[src/design/chm_pkg.sv]
// shared types and constants for the grown convex hull measure
`timescale 1ns / 1ps
package chm_pkg;

  localparam int COORD_W     = 16;
  localparam int R_W         = 16;
  localparam int PERIM_W     = 36;
  localparam int AREA_W      = 52;
  localparam int VERT_W      = 11;
  localparam int QUEUE_DEPTH = 4;
  // squared edge length and its fixed point root
  localparam int D2_W        = 2 * COORD_W + 3;
  localparam int SQ_W        = (D2_W + 33) / 2;

  // pi with 40 fraction bits, split in two halves for the multiplier
  localparam logic [41:0] PI40  = 42'd3454217652358;
  localparam logic [20:0] PI_LO = PI40[20:0];
  localparam logic [20:0] PI_HI = PI40[41:21];

  localparam logic [PERIM_W-1:0] PERIM_MAX = {PERIM_W{1'b1}};
  localparam logic [AREA_W-1:0]  AREA_MAX  = {AREA_W{1'b1}};

  typedef struct packed {
    logic signed [COORD_W-1:0] x;
    logic signed [COORD_W-1:0] y;
  } point_t;

  typedef struct packed {
    logic signed [COORD_W-1:0] point_x;
    logic signed [COORD_W-1:0] point_y;
    logic                      last_point;
  } in_item_t;

  typedef struct packed {
    logic [PERIM_W-1:0] grown_perimeter;
    logic [AREA_W-1:0]  grown_area;
    logic [VERT_W-1:0]  hull_vertices;
    logic               overflow;
  } result_t;

endpackage

[src/design/chm_front.sv]
// input side: takes point beats into a short queue ahead of the compute engine
`timescale 1ns / 1ps
module chm_front (
  input  logic             clk,
  input  logic             rst,
  input  logic             start,
  output logic             busy,
  input  chm_pkg::in_item_t item,
  output chm_pkg::in_item_t head,
  output logic             head_valid,
  input  logic             pop
);
  import chm_pkg::*;

  localparam int QA = $clog2(QUEUE_DEPTH);

  in_item_t         q [QUEUE_DEPTH];
  logic [QA-1:0]    wr_ptr;
  logic [QA-1:0]    rd_ptr;
  logic [QA:0]      count;
  logic             push;
  logic             take;

  assign busy       = (count == (QA + 1)'(QUEUE_DEPTH));
  assign push       = start && !busy;
  assign head_valid = (count != '0);
  assign take       = pop && head_valid;
  assign head       = q[rd_ptr];

  always_ff @(posedge clk) begin
    if (push) begin
      q[wr_ptr] <= item;
    end
  end

  always_ff @(posedge clk) begin
    if (rst) begin
      wr_ptr <= '0;
      rd_ptr <= '0;
      count  <= '0;
    end else begin
      if (push) begin
        wr_ptr <= wr_ptr + 1'b1;
      end
      if (take) begin
        rd_ptr <= rd_ptr + 1'b1;
      end
      unique case ({push, take})
        2'b10:   count <= count + 1'b1;
        2'b01:   count <= count - 1'b1;
        default: count <= count;
      endcase
    end
  end

endmodule

[config.mk]
export PLATFORM = sky130hd
export DESIGN_NAME = chm_front
export DESIGN_NICKNAME = d
export VERILOG_FILES = /design/src/design/chm_pkg.sv /design/src/design/chm_front.sv
export SDC_FILE = /design/constraint.sdc
export NUM_CORES = 1
export LEC_CHECK = 0
export BUFFER_PORTS_ARGS = -buffer_cell sky130_fd_sc_hd__buf_2
export CAP_MARGIN = 25
export CORE_MARGIN = 2
export CORE_UTILIZATION = 50
export CTS_CLUSTER_DIAMETER = 30
export CTS_CLUSTER_SIZE = 24
export DETAILED_ROUTE_END_ITERATION = 10
export PLACE_DENSITY_LB_ADDON = 0.25
export SYNTH_ARGS = -nofsm -noshare
export SYNTH_HDL_FRONTEND = slang
export SYNTH_SLANG_ARGS = --single-unit
export TNS_END_PERCENT = 5
[constraint.sdc]
create_clock -name clk -period 4.3 [get_ports clk]
set_input_delay 0.645 -clock clk [delete_from_list [all_inputs] [get_ports clk]]
set_output_delay 0.645 -clock clk [all_outputs]
set_load 0.02 [all_outputs]
Word-level counts from Yosys, hierarchy flattened. Memory sizes are Yosys's and may differ from the RTL's. A register that Yosys moved wholly into a read port is not among the register bits. Cells that the tools add are included.

RAM bits: 132. Bits in registers: 7. Word-level logic and storage cells: 21. Memories kept: 1. Output and inout port bits: 35.

Memories: q (words 4, bits a word 33, rd ports 1, clocked after memory_dff 1, write ports 1, RTL line chm_front.sv:17) `in_item_t q [QUEUE_DEPTH];`.

Reductions and logical operators: 5. $add $sub $neg: 4. Multiplexer cells: 5. Equal/unequal tests: 3.

Operators with widths (count): 3-bit case mux with 2 select lines (1); 2-bit by 1-bit adder with 2-bit output, second input constant (2); 2-bit two-way mux (2); 3-bit by 1-bit adder with 3-bit output, second input constant (1); 3-bit == test, second input constant (1); 3-bit nonzero test (1); 3-bit by 1-bit subtractor with 3-bit output, second input constant (1); 2-bit by 1-bit == test with 1-bit output, second input constant (1); 2-bit == test, second input constant (1); 1-bit logical AND (2); 1-bit two-way mux (2); 2-bit nonzero test (1); 1-bit logical NOT (1).

Depth between registers and ports, before layout. Gate-level depths: netlist of the first run.

Depth in word-level cells: 5. Depth in mapped cells: 9.

Least setup slack after synthesis of the first run. Ideal clock, no wire load.

Kind: register to register. Start: reg count[2]. End: reg count[2]. Setup time: 0.070 ns. Clock period less this slack: 2.225 ns. Path slack: 2.075 ns. Arrival time: 2.155 ns. Stages on the path, launching flop included: 10. Cell sequence: dfxtp_1 > nor3b_2 > nor2_1 > inv_1 > ha_1 > inv_1 > fa_1 > xor2_1 > or3_1 > a21oi_1.

Word-level cells in the longest chain between the ends: 5. Elaborated cells on any way between the ends: 11. Those cells by class: add/sub (2); eq/ne (3); mux (1); reduce/logical (5).

Ends and longest elaborated chain: from (decl) (RTL line chm_front.sv:20) `logic [QA:0] count;`; from (signal assigned) (RTL line chm_front.sv:49) `2'b10: count <= count + 1'b1;`; from (signal assigned) (RTL line chm_front.sv:50) `2'b01: count <= count - 1'b1;`; from (signal assigned) (RTL line chm_front.sv:51) `default: count <= count;`; 3-bit == test (*) (RTL line chm_front.sv:24) `assign busy = (count == (QA + 1)'(QUEUE_DEPTH));`; named net busy (RTL line chm_front.sv:7) `output logic busy,`; 1-bit logical NOT (*) (RTL line chm_front.sv:25) `assign push = start && !busy;`; 1-bit logical AND (*) (RTL line chm_front.sv:25); 2-bit by 1-bit == test with 1-bit output / 2-bit == test (equally long branches) (RTL line chm_front.sv:48) `unique case ({push, take})`; 3-bit case mux with 2 select lines / 2-bit nonzero test (equally long branches).

The timed path passes the listed nets; every way through them passes the cells marked *. A chain may end at the register's enable or synchronous reset.

==> summary.md, run 1 <==
- **outcome** finished clean
- **number of detailed-route iterations in the first pass** 4
- **leading register cell type out of synthesis** edfxtp_1
- **routability congestion estimate** 0.714
- **Commonest cells post-synth** edfxtp_1, mux4_2, dfxtp_1, inv_1, nor2_1
- **share of final-layout standard cells stronger than drive strength 1** 43.4%
- **maximum net fanout on the critical path** 25
- **core utilization of the finished layout** 61.7%
- **vias in the first global route** 2580
- **final worst path period share** 72.6%
- **number of resized instances in the post-cts repair step** 0
- **Worst slew margin** 37.9%
- **proportion of netlist area held by the largest area contributor** 75.0%
- **clock buffer depth** 2
- **sum of overflow across all layers after global routing** 0
- **starting utilization of the core area** 51.4%
- **Layout Skew** 0.0112 ns
- **Die Y-Extent** 107 um
- **number of enable-type register cells in the synthesized netlist** 132
- **die outline area** 11400 um^2
- **Port Buffer Count** 71
- **worst endpoint data arrival time** 2.48 ns
- **Net Count, Synth** 268
- **clock network latency to the later pin of the worst-skew pair** 0.51 ns
- **overall power** 0.00408 W
- **total number of clock tree sinks** 141
- **placed insts** 424
- **Pins Over Slew Limit** 0
- **transition at the pin with the smallest max-transition slack** 0.931 ns
- **Final Critical Period** 3.12 ns
- **routed length per instance** 18.8 um
- **HPWL after detailed placement** 5.01 mm
- **Unique masters post-synth** 24
- **register bit total from synthesis** 141
- **clock-pin slew reported for the worst setup and hold paths after clock tree synthesis** 0.06 ns
- **asr flop ratio synth** 0%
- **number of maximum-capacitance constraint violations** 0
- **GRT Util Overall** 16.7%
- **Core Box Area** 10300 um^2
- **post-detailed-route DRC marker count** 0
- **post-CTS setup buffer count** 0
- **most numerous cell in the Yosys netlist** edfxtp_1
- **worst setup timing slack at the placement stage** 1.62 ns
- **Hold Crit Class** primary input to register
- **number of vias per cell after detailed routing** 5.26
- **Worst VDD drop** 325 uV
- **maximum clock frequency** 0.320 GHz
- **Hold Violations, Final** 0
- **largest net degree at the start of global routing** 34
- **RSZ-0062 raised after global routing** no
- **Hold-fix buffers, CTS** 0
- **count of pins on the block boundary** 72
- **total number of vias** 2397
- **starting DRC count in detailed routing** 111
- **# rows** 37
- **Mapped Cells** 225
- **leakage power summed over all cells** 2.17 nW
- **PwrDens** 643 nW/um^2
- **Clk Tree Root Cell** clkbuf_8
- **required time of the critical path** 3.65 ns
- **category of the most critical setup path** register to output port
- **number of antenna violations at the first check in global routing** 0
- **clock tree from TritonCTS** yes
- **filler-free cell count of the finished design** 456
- **Area contributors post-synth** edfxtp_1, mux4_2, dfxtp_1
- **Ant. Diodes** 0
- **Antenna Violating Nets Remaining** 0
- **synthesis-to-finish area growth** 20.0%
- **cts bufs inserted** 17
- **crit start category** register
- **Final setup violation count** 0
- **setup tns final** 0 ns
- **Mean Syn Cell Area** 23.5 um^2
- **final wirelength** 8.55 mm
- **Yosys warning total** 0
- **Chip Width** 107 um
- **global-route wire length before repair** 13.7 mm
- **number of nets in the final layout** 350
- **post-synthesis instance area** 5280 um^2
- **crit end category** output port
- **setup slack after layout** 1.18 ns
- **number of H-tree levels** 4
- **cell taking the most area after synthesis** edfxtp_1
- **Seq/Total Area, Yosys** 78.4%
-- flip-flops by register name, indices dropped and copies added (netlist names), named ones only --
name	count
q	132
rd_ptr	2
count	3
wr_ptr	2
-- final timing paths --
kind | slack (ns) | start | cells after the start | endpoint
setup / recovery | 1.18 | register | 3 | head[22]
hold / removal | 0.35 | item[1] | 1 | q[2][1]
setup reg to reg | 2.12 | count[2] | 9 | count[2]
hold reg to reg | 0.52 | wr_ptr[1] | 2 | wr_ptr[1]
-- layout by cell type, fill, tap and decap left out, drive strengths merged --
| cell type | instances |
|---|---|
| a21oi | 3 |
| and2 | 4 |
| buf | 72 |
| bufinv | 4 |
| clkbuf | 19 |
| clkinv | 2 |
| clkinvlp | 5 |
| dfxtp | 9 |
| edfxtp | 132 |
| fa | 1 |
| ha | 5 |
| inv | 9 |
| mux2i | 1 |
| mux4 | 33 |
| nand2b | 2 |
| nor2 | 7 |
| nor3b | 1 |
| o21ai | 2 |
| o311ai | 1 |
| o31a | 1 |
| or3 | 3 |
| xnor2 | 1 |
| xor2 | 3 |
-- power breakdown --
group	leakage (nW)	switching, W	internal (W)
sequential	1.29	0.000122	0.00165
combinational	0.602	0.000438	0.000387
clock	0.281	0.000540	0.000945
-- metal layers --
metal / share of wire (%) / track usage [%]
met1: 43 / 21.4
met3: 5.0 / 4.74
met4: 1.2 / 6.96
met5: 0 / 0
met2: 51 / 27.0
-- per-stage QoR --
stage / cell area, um^2 / hold slack (ns)
final: 6340 / 0.351
after floorplan: 5280 / 0.482
after CTS: 6340 / 0.331
after global placement: 5730 / 0.496
after detailed placement: 5730 / 0.518
after global routing: 6340 / 0.332
-- cell type report --
cell class	instances	area, um^2
flip-flops and latches	141	4150
fillers	777	3940
multi-input cells	68	1020
clock buffers	19	422
repair buffers	72	363
clock inverters	13	189
well taps	136	170
inverters	7	26.3
-- worst max-delay path, stage by stage (launching register included) --
cell and delay (ns):
dfxtp_2 0.90, buf_4 0.36, mux4_2 0.52, buf_2 0.17
-- kinds of logic after synthesis --
family | Yosys count | synth area share (%)
flip-flops | 141 | 78.4
buffers and inverters | 16 | 2.27
AO/OA/AOI/OAI | 7 | 0.805
multiplexers | 34 | 14.5
adder cells (fa/ha/maj) | 6 | 1.56
AND/OR/NAND/NOR | 17 | 1.80
XOR/XNOR | 4 | 0.663
Power figures use the tool's default switching activity.
==> inputs of run 2 (changes only) <==
- clock period: 4.3 -> 2.58 ns (I/O delays scaled with it)
==> run 2 against run 1 <==
Die area is the same. Worst setup slack lost 0.94 ns. Routed wire length grew 4.0%. Register-to-register slack lost 1.7 ns. Clock power grew 73%. Combinational power grew 89%. First-iteration DRC count shrank 9.0%.
==> summary.md, run 2 (synthesis results as in run 1) <==
- **Die Y-Extent** 107 um, unchanged
- **required time of the critical path** 2.19 ns, -1.46 ns
- **Layout Skew** 0.00955 ns, -0.00165 ns
- **post-detailed-route DRC marker count** 0, unchanged
- **Final setup violation count** 0, unchanged
- **starting DRC count in detailed routing** 101, -9.0%
- **post-route worst hold slack** 0.0859 ns, -0.265 ns
- **maximum clock frequency** 0.426 GHz
- **HPWL after detailed placement** 5.36 mm, +6.9%
- **number of maximum-capacitance constraint violations** 0, unchanged
- **number of detailed-route iterations in the first pass** 6, +2
- **Worst slew margin** 66.0%, +28 points
- **synthesis-to-finish area growth** 22.8%
- **most frequent standard cell in the layout excluding fill and tap cells** edfxtp_1
- **clock-pin slew reported for the worst setup and hold paths after clock tree synthesis** 0.06 ns, about the same
- **Core Box Area** 10300 um^2, unchanged
- **final worst path period share** 91.0%
- **global-route wire length before repair** 14.0 mm, +2.2%
- **routed length per instance** 19.2 um, +2.4%
- **number of nets in the final layout** 357, +2.0%
- **# rows** 37, unchanged
- **Port Buffer Count** 71, unchanged
- **Hold Violations, Final** 0, unchanged
- **Antenna Violating Nets Remaining** 0, unchanged
- **crit start category** register
- **total number of clock tree sinks** 141, unchanged
- **worst endpoint data arrival time** 1.96 ns, -0.52 ns
- **number of vias per cell after detailed routing** 5.29, +0.62%
- **overall power** 0.00699 W, +71%
- **most flop-heavy register** q
- **die outline area** 11400 um^2, unchanged
- **final wirelength** 8.89 mm, +4.0%
- **category of the most critical setup path** register to output port
- **clock buffer depth** 2, unchanged
- **Largest register FFs** 132, unchanged
- **Clk Tree Root Cell** clkbuf_8
- **Worst VDD drop** 687 uV, +110%
- **Final Critical Period** 2.35 ns
- **RSZ-0062 raised after global routing** no
- **largest net degree at the start of global routing** 34, unchanged
- **Hold Crit Class** primary input to register
- **sum of overflow across all layers after global routing** 0, unchanged
- **filler cell count in the final layout** 724, -6.8%
- **count of pins on the block boundary** 72, unchanged
- **leakage power summed over all cells** 2.25 nW, +3.7%
- **crit end category** output port
- **number of H-tree levels** 4, unchanged
- **largest registers** q (132), count (3)
- **commonest cells after routing, fill and taps aside** edfxtp_1, buf_2, mux4_2, clkbuf_16
- **Pins Over Slew Limit** 0, unchanged
- **core utilization of the finished layout** 63.1%, +1.4 points
- **maximum net fanout on the critical path** 14, -44%
- **cts bufs inserted** 17, unchanged
- **Hold Startpoint** item[32]
- **transition at the pin with the smallest max-transition slack** 0.509 ns, -0.421 ns
- **routability congestion estimate** 0.744, +4.3%
- **vias in the first global route** 2602, +0.85%
- **GRT Util Overall** 17.1%, +0.43 points
- **starting utilization of the core area** 51.4%, unchanged
- **setup tns final** 0 ns, unchanged
- **PwrDens** 1080 nW/um^2, +68%
- **clock network latency to the later pin of the worst-skew pair** 0.51 ns, about the same
- **Chip Width** 107 um, unchanged
- **total number of vias** 2449, +2.2%
- **number of antenna violations at the first check in global routing** 1, +1
- **outcome** finished clean
- **Hold-fix buffers, CTS** 0, unchanged
- **clock tree from TritonCTS** yes
- **Ant. Diodes** 0, unchanged
- **r2r startpoint** count[2]
- **share of final-layout standard cells stronger than drive strength 1** 44.6%, +1.2 points
==> run 2: final timing paths <==
kind	cells past startpoint	endpoint	slack, ns
worst max-delay path	3	head[15]	0.23
worst min-delay path	1	q[2][32]	0.09
worst max register to register	9	count[2]	0.39
worst min register to register	2	wr_ptr[1]	0.51
==> run 2: per-stage QoR <==
| stage | instances | instance area (um^2) | worst slack (ns) |
|---|---|---|---|
| 2_1_floorplan | 225 | 5280 | 0.355 |
| 3_3_place_gp | 431 | 5850 | 0.517 |
| 3_5_place_dp | 431 | 5850 | 0.415 |
| 4_1_cts | 463 | 6480 | 0.0402 |
| 5_1_grt | 463 | 6490 | 0.100 |
| 6_report | 463 | 6490 | 0.232 |
==> run 2: final cells by class <==
class	instances	area [um^2]	share of cell area [%]
multi-input combinational	68	1020	15.8
inverter	7	26.3	0.405
tap	136	170	2.62
clock inverter	11	189	2.91
sequential	141	4150	64.0
clock buffer	21	449	6.93
timing repair buffer	79	478	7.37
==> run 2: metal layers <==
layer / routed length, um / track usage [%] / up-vias
li1: - / - / 1112
met1: 3760 / 21.2 / 1246
met2: 4530 / 27.3 / 79
met3: 498 / 7.23 / 10
met4: 92 / 5.94 / 2
met5: 13 / 0 / -
==> run 2: where the power goes <==
group / total [W] / switching (W) / internal, W
clock: 0.00256 / 0.000850 / 0.00171
combinational: 0.00156 / 0.000835 / 0.000722
sequential: 0.00287 / 0.000125 / 0.00274
==> run 2: critical path, stage by stage (launching register included) <==
cell,delay (ns)
dfxtp_4,0.48
buf_12,0.21
mux4_1,0.58
buf_2,0.18
==> run 2: what timing repair did <==
action                                  CTS  global route
setup buffers                             0             0
gates resized for setup                   0             1
endpoints found under the setup margin    0             2
==> inputs of run 3 (changes only) <==
- ABC_AREA: not set -> 1
==> run 3 against run 2 <==
First-iteration DRC count rose by 120%. Maximum frequency down 1.5%. Register-to-register slack improved by 0.20 ns. Largest power group unchanged. Sequential power down 3%. Routed wire length rose by 15%. Largest cell class unchanged.
==> summary.md, run 3 <==
- **worst endpoint data arrival time** 2.00 ns, +0.04 ns
- **most numerous cell in the Yosys netlist** edfxtp_1
- **HPWL after detailed placement** 5.79 mm, +8.1%
- **number of detailed-route iterations in the first pass** 5, -1
- **final worst path period share** 92.4%, +1.4 points
- **cell taking the most area after synthesis** edfxtp_1
- **synthesis-to-finish area growth** 18.8%
- **Flop pwr share** 42.4%, +1.3 points
- **number of maximum-capacitance constraint violations** 0, unchanged
- **clock network latency to the later pin of the worst-skew pair** 0.52 ns, about the same
- **largest registers** q (132), count (3)
- **number of H-tree levels** 4, unchanged
- **RSZ-0062 raised after global routing** no
- **total number of clock tree sinks** 141, unchanged
- **Unique masters post-synth** 19, -21%
- **number of cells traversed by the worst register-to-register path** 10, +1
- **Mapped Cells** 388, +72%
- **filler-free cell count of the finished design** 615, +33%
- **share of final-layout standard cells stronger than drive strength 1** 24.2%, -20 points
- **Core Box Area** 10400 um^2, +1.4%
- **PwrDens** 1020 nW/um^2, -5.0%
- **Seq/Total Area, Yosys** 76.7%, -1.7 points
- **asr flop ratio synth** 0%, unchanged
- **Clk Tree Root Cell** clkbuf_8
- **post-CTS setup buffer count** 0, unchanged
- **Area contributors post-synth** edfxtp_1, nor2_1, o21ai_0
- **Yosys warning total** 0, unchanged
- **fraction of power consumed by combinational cells** 24.5%, +2.2 points
- **leading register cell type out of synthesis** edfxtp_1
- **power share of the clock group** 33.0%, -3.7 points
- **internal reg-to-reg setup slack** 0.59 ns, +0.20 ns
- **crit end category** output port
- **Die Y-Extent** 108 um, +1.1%
- **maximum net fanout on the critical path** 33, +19
- **internal power of the cells** 0.00449 W, -13%
- **Largest register FFs** 132, unchanged
- **die outline area** 11700 um^2, +2.2%
- **routability congestion estimate** 0.740, -0.63%
- **# rows** 37, unchanged
- **post-detailed-route DRC marker count** 0, unchanged
- **Commonest cells post-synth** edfxtp_1, nor2_1, o21ai_0, o22ai_1, o21ai_1
- **global-route wire length before repair** 16.3 mm, +17%
- **number of enable-type register cells in the synthesized netlist** 132, unchanged
- **transition at the pin with the smallest max-transition slack** 0.585 ns, +0.0755 ns
- **GRT Util Overall** 18.9%, +1.8 points
- **Worst VDD drop** 596 uV, -13%
- **most frequent standard cell in the layout excluding fill and tap cells** edfxtp_1
- **Ant. Diodes** 0, unchanged
- **sum of overflow across all layers after global routing** 0, unchanged
- **overall power** 0.00657 W, -6.0%
- **setup tns final** 0 ns, unchanged
- **count of pins on the block boundary** 72, unchanged
- **Mean Syn Cell Area** 13.9 um^2, -41%
- **Layout Skew** 0.00644 ns, -0.00311 ns
- **clock buffer depth** 2, unchanged
- **crit start category** register
- **most flop-heavy register** q
- **area fraction in compound gates after synthesis** 10.6%, +9.8 points
- **number of resized instances in the post-cts repair step** 0, unchanged
- **register bit total from synthesis** 141, unchanged
- **starting utilization of the core area** 51.9%, +0.47 points
- **post-synthesis share of cell area spent on xor and xnor gates** 0%, -0.66 points
- **outcome** finished clean
- **Final Critical Period** 2.38 ns, +0.0357 ns
- **Min-Delay Path Depth** 2, +1
- **Net Count, Synth** 431, +61%
- **Hold Crit Class** primary input to register
- **proportion of netlist area held by the largest area contributor** 73.4%, -1.7 points
- **final wirelength** 10.2 mm, +15%
- **commonest cells after routing, fill and taps aside** edfxtp_1, nor2_1, buf_2, o21ai_0, o22ai_1
- **number of nets in the final layout** 509, +43%
- **post-synthesis share of cell area spent on full adders, half adders and majority gates** 1.53%, -0.035 points
- **maximum clock frequency** 0.419 GHz, -1.5%
- **number of antenna violations at the first check in global routing** 0, -1
- **starting DRC count in detailed routing** 225, +120%
- **Pins Over Slew Limit** 0, unchanged
- **required time of the critical path** 2.19 ns, about the same
- **number of vias per cell after detailed routing** 5.36, +1.4%
- **NetSw** 0.00209 W, +15%
- **largest net degree at the start of global routing** 67, +97%
- **clock-pin slew reported for the worst setup and hold paths after clock tree synthesis** 0.06 ns, about the same
- **cts bufs inserted** 17, unchanged
- **placed insts** 583, +35%
- **Hold-fix buffers, CTS** 0, unchanged
- **core utilization of the finished layout** 61.6%, -1.5 points
- **vias in the first global route** 3254, +25%
- **Worst slew margin** 61.0%, -5.1 points
- **category of the most critical setup path** register to output port
- **post-synthesis instance area** 5400 um^2, +2.3%
- **switching fraction of total power** 31.7%, +5.8 points
- **combinational family with the most area after synthesis** compound AO/OA/AOI/OAI gates
- **fraction of synthesized area in multiplexers** 0%, -14 points
- **Port Buffer Count** 71, unchanged
- **synthesized-area fraction occupied by and/or/nand/nor cells** 6.83%, +5.0 points
- **Antenna Violating Nets Remaining** 0, unchanged
- **leakage power summed over all cells** 2.32 nW, +3.2%
- **clock tree from TritonCTS** yes
- **routed length per instance** 16.6 um, -14%
- **total number of vias** 3299, +35%
- **Final setup violation count** 0, unchanged
- **filler cell count in the final layout** 813, +12%
- **Hold Violations, Final** 0, unchanged
- **Chip Width** 108 um, +1.1%
## run 3: cells by family (layout without fill, tap and decap cells)
| kind of cell | Yosys count | count (layout) |
|---|---|---|
| compound gates | 106 | 106 |
| fa+ha+maj | 6 | 6 |
| buf+inv | 39 | 130 |
| flops | 141 | 141 |
| simple gates | 96 | 96 |
## run 3: path summary, 6_finish.rpt
check / end / startpoint
setup reg to reg: count[2] / count[1]
hold reg to reg: wr_ptr[1] / wr_ptr[1]
setup / recovery: head[15] / register
hold / removal: wr_ptr[0] / rst
## run 3: area by class of cell
| cell class | instances | area, um^2 | area share (%) |
|---|---|---|---|
| clock buffers | 18 | 418 | 6.51 |
| flip-flops and latches | 141 | 4150 | 64.6 |
| multi-input cells | 208 | 1050 | 16.4 |
| clock inverters | 14 | 123 | 1.91 |
| well taps | 136 | 170 | 2.65 |
| inverters | 19 | 71.3 | 1.11 |
| repair buffers | 79 | 440 | 6.86 |
## run 3: routing by layer
metal  track usage [%]  wire length, um
met3              4.82              452
met5                 0                0
met4              6.96              113
met1              24.2             4430
met2              31.3             5200
## run 3: power groups by stage
stage	logic [W]	clock network [W]	registers, W
finish	0.00161	0.00217	0.00279
global route	0.00179	0.00231	0.00280
CTS	0.00164	0.00221	0.00279
detailed placement	0.00163	0	0.00284
global placement	0.00160	0	0.00282
floorplan	0.00116	0	0.00283
## run 3: critical path: stages, from the launching register on
cell and delay (ns):
dfxtp_1 0.32, inv_2 0.43, o21ai_0 0.24, o22ai_1 0.25, buf_2 0.22
## run 3: per-stage QoR
stage                     area (um^2)  setup WS [ns]  hold WS [ns]
after detailed placement         5880          0.599         0.495
after CTS                        6420          0.136        0.0593
after global placement           5880          0.737         0.484
after floorplan                  5400          0.158         0.456
final                            6420          0.196        0.0766
after global routing             6420         0.0528        0.0673
